## src/design/pes_pkg.sv

```systemverilog
`timescale 1ns / 1ps
// Package for the motor plant step block: step codes, command word type,
// fixed-point constants and register reset values. No dependencies.
package pes_pkg;

    localparam int VALUE_WIDTH_DEF = 32;

    localparam logic [2:0] REG_RESISTANCE = 3'd0;
    localparam logic [2:0] REG_BEMF       = 3'd1;
    localparam logic [2:0] REG_DAMPING    = 3'd2;
    localparam logic [2:0] REG_LOAD       = 3'd3;
    localparam logic [2:0] REG_DT_L       = 3'd4;
    localparam logic [2:0] REG_DT_J       = 3'd5;
    localparam logic [2:0] REG_TIME_STEP  = 3'd6;

    localparam logic [31:0] RST_RESISTANCE = 32'd8388608;
    localparam logic [31:0] RST_BEMF       = 32'd1677722;
    localparam logic [31:0] RST_DAMPING    = 32'd1678;
    localparam logic [31:0] RST_LOAD       = 32'd0;
    localparam logic [31:0] RST_DT_L       = 32'd838861;
    localparam logic [31:0] RST_DT_J       = 32'd838861;
    localparam logic [31:0] RST_TIME_STEP  = 32'd214748;

    localparam logic [31:0] SIN_ONE      = 32'h4000_0000;
    localparam logic [31:0] SIN_C1       = 32'd1686629713;
    localparam logic [31:0] SIN_C3       = 32'd693598669;
    localparam logic [31:0] SIN_C5       = 32'd85569305;
    localparam logic [31:0] SIN_C7       = 32'd5026993;
    localparam logic [31:0] INV_SQRT3    = 32'd9686330;
    localparam logic [31:0] TURN_PER_RAD = 32'd683565276;

    localparam logic [4:0] ST_IDLE     = 5'd0;
    localparam logic [4:0] ST_KW       = 5'd1;
    localparam logic [4:0] ST_SN_SETUP = 5'd2;
    localparam logic [4:0] ST_SN_ZZ    = 5'd3;
    localparam logic [4:0] ST_SN_P7    = 5'd4;
    localparam logic [4:0] ST_SN_P5    = 5'd5;
    localparam logic [4:0] ST_SN_P3    = 5'd6;
    localparam logic [4:0] ST_SN_PZ    = 5'd7;
    localparam logic [4:0] ST_EMF      = 5'd8;
    localparam logic [4:0] ST_CUR_R    = 5'd9;
    localparam logic [4:0] ST_CUR_U    = 5'd10;
    localparam logic [4:0] ST_CUR_D    = 5'd11;
    localparam logic [4:0] ST_BD       = 5'd12;
    localparam logic [4:0] ST_IBETA    = 5'd13;
    localparam logic [4:0] ST_T1       = 5'd14;
    localparam logic [4:0] ST_T2       = 5'd15;
    localparam logic [4:0] ST_TE       = 5'd16;
    localparam logic [4:0] ST_DM       = 5'd17;
    localparam logic [4:0] ST_DJ       = 5'd18;
    localparam logic [4:0] ST_RAD      = 5'd19;
    localparam logic [4:0] ST_TURN     = 5'd20;
    localparam logic [4:0] ST_OUT      = 5'd21;

    localparam logic [1:0] PH_LOAD = 2'd0;
    localparam logic [1:0] PH_PROD = 2'd1;
    localparam logic [1:0] PH_WB   = 2'd2;

    localparam logic [1:0] SH16 = 2'd0;
    localparam logic [1:0] SH24 = 2'd1;
    localparam logic [1:0] SH30 = 2'd2;
    localparam logic [1:0] SH32 = 2'd3;

    typedef struct packed {
        logic       start;
        logic [4:0] step;
        logic [1:0] idx;
        logic [1:0] phase;
        logic       out_load;
    } pes_cmd_t;

    function automatic logic is_mul(input logic [4:0] step);
        logic m;
        case (step)
            ST_KW, ST_SN_ZZ, ST_SN_P7, ST_SN_P5, ST_SN_P3, ST_SN_PZ, ST_EMF,
            ST_CUR_R, ST_CUR_D, ST_IBETA, ST_T1, ST_T2, ST_TE, ST_DM, ST_DJ,
            ST_RAD, ST_TURN: m = 1'b1;
            default: m = 1'b0;
        endcase
        return m;
    endfunction

    function automatic logic [31:0] sin_offset(input logic [1:0] idx);
        logic [31:0] o;
        case (idx)
            2'd0: o = 32'h0000_0000;
            2'd1: o = 32'hAAAA_AAAB;
            2'd2: o = 32'h5555_5555;
            default: o = 32'h4000_0000;
        endcase
        return o;
    endfunction

endpackage

```

## src/design/pes_ctrl.sv

```systemverilog
`timescale 1ns / 1ps
// Step sequencer for the motor plant block: walks the multiply and ALU steps.
// Depends on pes_pkg.
module pes_ctrl (
    input  logic               clk,
    input  logic               rst_n,
    input  logic               in_valid,
    output logic               in_stall,
    output logic               out_valid,
    input  logic               out_stall,
    output pes_pkg::pes_cmd_t  cmd
);
    import pes_pkg::*;

    logic [4:0] state_reg, state_next;
    logic [1:0] idx_reg, idx_next;
    logic [1:0] phase_reg, phase_next;
    logic       out_valid_reg, out_valid_next;
    logic       start;
    logic       out_load;

    always_comb
    begin
        state_next = state_reg;
        idx_next   = idx_reg;
        phase_next = phase_reg;
        start      = 1'b0;
        out_load   = 1'b0;
        case (state_reg)
            ST_IDLE:
            begin
                if (in_valid)
                begin
                    start      = 1'b1;
                    state_next = ST_KW;
                    idx_next   = 2'd0;
                    phase_next = PH_LOAD;
                end
            end
            ST_OUT:
            begin
                if (!out_valid_reg || !out_stall)
                begin
                    out_load   = 1'b1;
                    state_next = ST_IDLE;
                end
            end
            default:
            begin
                if (is_mul(state_reg) && phase_reg != PH_WB)
                begin
                    phase_next = phase_reg + 2'd1;
                end
                else
                begin
                    phase_next = PH_LOAD;
                    case (state_reg)
                        ST_KW:       state_next = ST_SN_SETUP;
                        ST_SN_SETUP: state_next = ST_SN_ZZ;
                        ST_SN_ZZ:    state_next = ST_SN_P7;
                        ST_SN_P7:    state_next = ST_SN_P5;
                        ST_SN_P5:    state_next = ST_SN_P3;
                        ST_SN_P3:    state_next = ST_SN_PZ;
                        ST_SN_PZ:
                        begin
                            if (idx_reg == 2'd3)
                            begin
                                state_next = ST_EMF;
                                idx_next   = 2'd0;
                            end
                            else
                            begin
                                state_next = ST_SN_SETUP;
                                idx_next   = idx_reg + 2'd1;
                            end
                        end
                        ST_EMF:
                        begin
                            if (idx_reg == 2'd2)
                            begin
                                state_next = ST_CUR_R;
                                idx_next   = 2'd0;
                            end
                            else
                            begin
                                idx_next = idx_reg + 2'd1;
                            end
                        end
                        ST_CUR_R:    state_next = ST_CUR_U;
                        ST_CUR_U:    state_next = ST_CUR_D;
                        ST_CUR_D:
                        begin
                            if (idx_reg == 2'd2)
                            begin
                                state_next = ST_BD;
                            end
                            else
                            begin
                                state_next = ST_CUR_R;
                                idx_next   = idx_reg + 2'd1;
                            end
                        end
                        ST_BD:       state_next = ST_IBETA;
                        ST_IBETA:    state_next = ST_T1;
                        ST_T1:       state_next = ST_T2;
                        ST_T2:       state_next = ST_TE;
                        ST_TE:       state_next = ST_DM;
                        ST_DM:       state_next = ST_DJ;
                        ST_DJ:       state_next = ST_RAD;
                        ST_RAD:      state_next = ST_TURN;
                        ST_TURN:     state_next = ST_OUT;
                        default:     state_next = ST_IDLE;
                    endcase
                end
            end
        endcase

        if (out_load)
        begin
            out_valid_next = 1'b1;
        end
        else if (!out_stall)
        begin
            out_valid_next = 1'b0;
        end
        else
        begin
            out_valid_next = out_valid_reg;
        end
    end

    always_ff @(posedge clk or negedge rst_n)
    begin
        if (!rst_n)
        begin
            state_reg     <= ST_IDLE;
            idx_reg       <= 2'd0;
            phase_reg     <= PH_LOAD;
            out_valid_reg <= 1'b0;
        end
        else
        begin
            state_reg     <= state_next;
            idx_reg       <= idx_next;
            phase_reg     <= phase_next;
            out_valid_reg <= out_valid_next;
        end
    end

    assign in_stall     = (state_reg != ST_IDLE);
    assign out_valid    = out_valid_reg;
    assign cmd.start    = start;
    assign cmd.step     = state_reg;
    assign cmd.idx      = idx_reg;
    assign cmd.phase    = phase_reg;
    assign cmd.out_load = out_load;

endmodule

```

## config.mk

```make
export PLATFORM = sky130hd
export DESIGN_NAME = pes_ctrl
export DESIGN_NICKNAME = d
export VERILOG_FILES = /design/src/design/pes_pkg.sv /design/src/design/pes_ctrl.sv
export SDC_FILE = /design/constraint.sdc
export NUM_CORES = 1
export LEC_CHECK = 0
export BUFFER_PORTS_ARGS = -buffer_cell sky130_fd_sc_hd__buf_2
export CORE_MARGIN = 1.5
export CORE_UTILIZATION = 47
export DETAILED_ROUTE_END_ITERATION = 16
export MAX_ROUTING_LAYER = met4
export PLACE_DENSITY = 0.83
export SLEW_MARGIN = 15
export SYNTH_ARGS = -nofsm -noshare
export SYNTH_HDL_FRONTEND = slang
export SYNTH_SLANG_ARGS = --single-unit
export TNS_END_PERCENT = 50
```

## constraint.sdc

```tcl
create_clock -name clk -period 1.5 [get_ports clk]
set_input_delay 0.15 -clock clk [delete_from_list [all_inputs] [get_ports clk]]
set_output_delay 0.15 -clock clk [all_outputs]
set_load 0.01 [all_outputs]
```

==> impl_metrics.toml <==
[status]
status = "finished, violations left"
violations = "design-rule violations, negative setup slack"

[detailed_routing]
drt_iter0_drc = 30
vias = 962
routedWlPerCell_um = 16.16
drtPass1Iterations = 10
drc = 1
routed_wirelength_mm = 2.618
drt-vias-per-instance = 5.938
ant_nets = 0

[yosys]
synthDistinctLibCells = 35
synth-seq-area-share_pct = 30.58
synth.area.mux_share_pct = 11.01
ys.flop_type = "dfrtp_1"
synth_warnings = 0
synthesis.nets = 102
postSynthCellCount = 93
yosysTopAreaCell = "dfrtp_1"
ys_ff_latch = 10
yosys-top-cells-area = "dfrtp_1, ha_1, mux2i_1, buf_4, inv_1"
synth-simple-area-share_pct = 21.41
synth_top_family_by_area = "simple AND/OR/NAND/NOR gates"
async_reset_ff_share_pct = 100.0
yosys.area.top_type_share_pct = 30.58
synth_xor_area_share_pct = 0
synth_edf_count = 0
synth_compound_area_share_pct = 20.80
synth_area_um2 = 818.3
synth_fa_ha_area_share_pct = 7.645
syn_area_per_cell_um2 = 8.799

[cts]
clockBufferDepth = 2
clkLatencyLatePin_ns = 0.27
cts_buffers = 3
cts_tree = "built"
htree_levels = 1
clk_pin_slew_ns = 0.07
cts.sinks = 10
cts_root_buffer = "clkbuf_4"

[power]
ir_drop_uv = 1352
power_mw = 2.877
power_density_mw_per_mm2 = 2139
leakage_nw = 0.6411

[sta]
worst_pin_slew_ns = 0.3213
final-hold-violation-count = 0
max_freq_mhz = 606.1
layout_min_cycle_time_ns = 1.650
fin_skew_ns = 0.0008319
rsz0062_at_grt = "true"
slew_violations = 0
relSlewSlack_pct = 78.40
min_period_over_period_pct = 110.0
fin_tns_setup_ns = -0.9416
holdWs_ns = 0.1558
worst_slack_ns = -0.1500
setup_viol_count_final = 10

[min_path]
holdPathStages = 3
hp-class = "in2reg"

[die]
fp.dieArea_mm2 = 0.002000
pin_count = 17
rows = 14
initial_utilization_pct = 52.49
core-area_mm2 = 0.001559
dieWidth_um = 44.73
die_h_um = 44.73

[global_route]
grt_pass1_wl_mm = 4.181
global_route.usage.total_pct = 30.72
grt_max_degree = 11
grt_overflow = 0
first_global_vias = 918
antenna_found_initial = 0

[critical_path]
critPathKind = "reg2reg"
start_kind = "flip-flop"
cp_slowest_cell = "dfrtp_2"
crit_path_max_incr_delay_ns = 0.44
critPathRequiredTime_ns = 1.66
end_kind = "flip-flop"
cp_cell_sequence = "buf_6 -> a21oi_4 -> o21ai_4 -> a22oi_4 -> o211a_4 -> mux2_4"
path_max_fanout = 4
ff2ff_path_depth = 6
arrival_ns = 1.81

[placement]
dp_cells = 147
port_buffers = 16
place_area_mm2 = 0.001121
gp_congestion = 0.9666
place_hpwl_mm = 1.731

[cells_and_area]
final_area_mm2 = 0.001345
area_growth_pct = 64.37
antenna_cells = 0
layout.nets = 156
final_common_cell = "buf_4"
layout-drive-gt1-share_pct = 58.90
largest_reg_flops = 5
layout_common_cells = "buf_4, buf_2, inv_1, nand2_1"
fin_cells = 162

[flow_run]
cap_violations = 0
==> worst max-delay path: cells and delay by family (launching register included) <==
family	cells	cell delay (ns)
buffers and inverters	1	0.13
muxes	1	0.31
DFF	1	0.44
AOI/OAI and AO/OA	4	0.65
==> worst paths after layout <==
| check | startpoint | to | slack [ns] |
|---|---|---|---|
| worst max-delay path | state_reg[2] | state_reg[2] | -0.15 |
| worst min-delay path | out_stall | out_valid | 0.16 |
| worst max register to register | state_reg[2] | state_reg[2] | -0.15 |
| worst min register to register | phase_reg[0] | phase_reg[0] | 0.55 |
| max in group asynchronous | rst_n | state_reg[0] | 0.99 |
| min in group asynchronous | rst_n | state_reg[3] | 0.29 |
==> kinds of logic after synthesis <==
family	count (synthesis)
AND/OR/NAND/NOR	33
AO/OA/AOI/OAI	23
buffers and inverters	14
flip-flops	10
multiplexers	8
adder cells (fa/ha/maj)	5
==> area by class of cell <==
cell class / instances / area (µm²)
multi-input combinational: 69 / 600.6
sequential: 10 / 255.2
timing repair buffer: 55 / 402.9
clock buffer: 4 / 36.28
tap: 16 / 20.02
inverter: 8 / 30.03
fill: 85 / 214.0
==> per-stage QoR <==
| stage | utilization [%] | setup WS (ns) |
|---|---|---|
| after CTS | 85.15 | -0.1371 |
| after global routing | 86.28 | -0.1796 |
| after detailed placement | 71.91 | -0.1071 |
| after global placement | 71.91 | -0.04680 |
| final | 86.28 | -0.1500 |
| after floorplan | - | -0.07416 |
==> report_power, final <==
part / leakage (nW) / total, mW / internal (mW) / switching (mW)
Combinational: 0.500 / 2.12 / 1.12 / 0.999
Clock: 0.0210 / 0.250 / 0.148 / 0.102
Sequential: 0.120 / 0.504 / 0.393 / 0.111
Total: 0.641 / 2.88 / 1.66 / 1.21
==> timing repair <==
| item | 4_1_cts | 5_1_grt |
|---|---|---|
| resized for setup | 20 | 4 |
| setup endpoints to repair | 9 | 12 |
| hold buffers | 1 | 0 |
| endpoints found under the hold margin | 10 | 0 |
| pin swaps | 11 | 3 |
| cloned | 0 | 0 |
| setup buffers | 10 | 0 |
==> metal layers <==
| metal | track usage [%] | vias to the layer above | routed length [µm] |
|---|---|---|---|
| li1 | - | 441 | - |
| met5 | - | - | 0 |
| met3 | 4.400 | 13 | 156 |
| met2 | 53.91 | 47 | 1357 |
| met4 | 16.36 | 0 | 102 |
| met1 | 33.08 | 461 | 1002 |
==> cells in the mapped netlist, types with 2 or more instances <==
master	n
o211ai_1	2
mux2_4	2
o22ai_1	2
a21oi_1	5
nor2_1	7
nand4_1	2
nand3_1	2
buf_4	4
nor3b_1	2
ha_1	5
nor3_1	3
dfrtp_1	10
buf_2	2
nand2_1	8
mux2i_1	6
o21ai_0	5
inv_1	8
(Power assumes the default switching activity.)
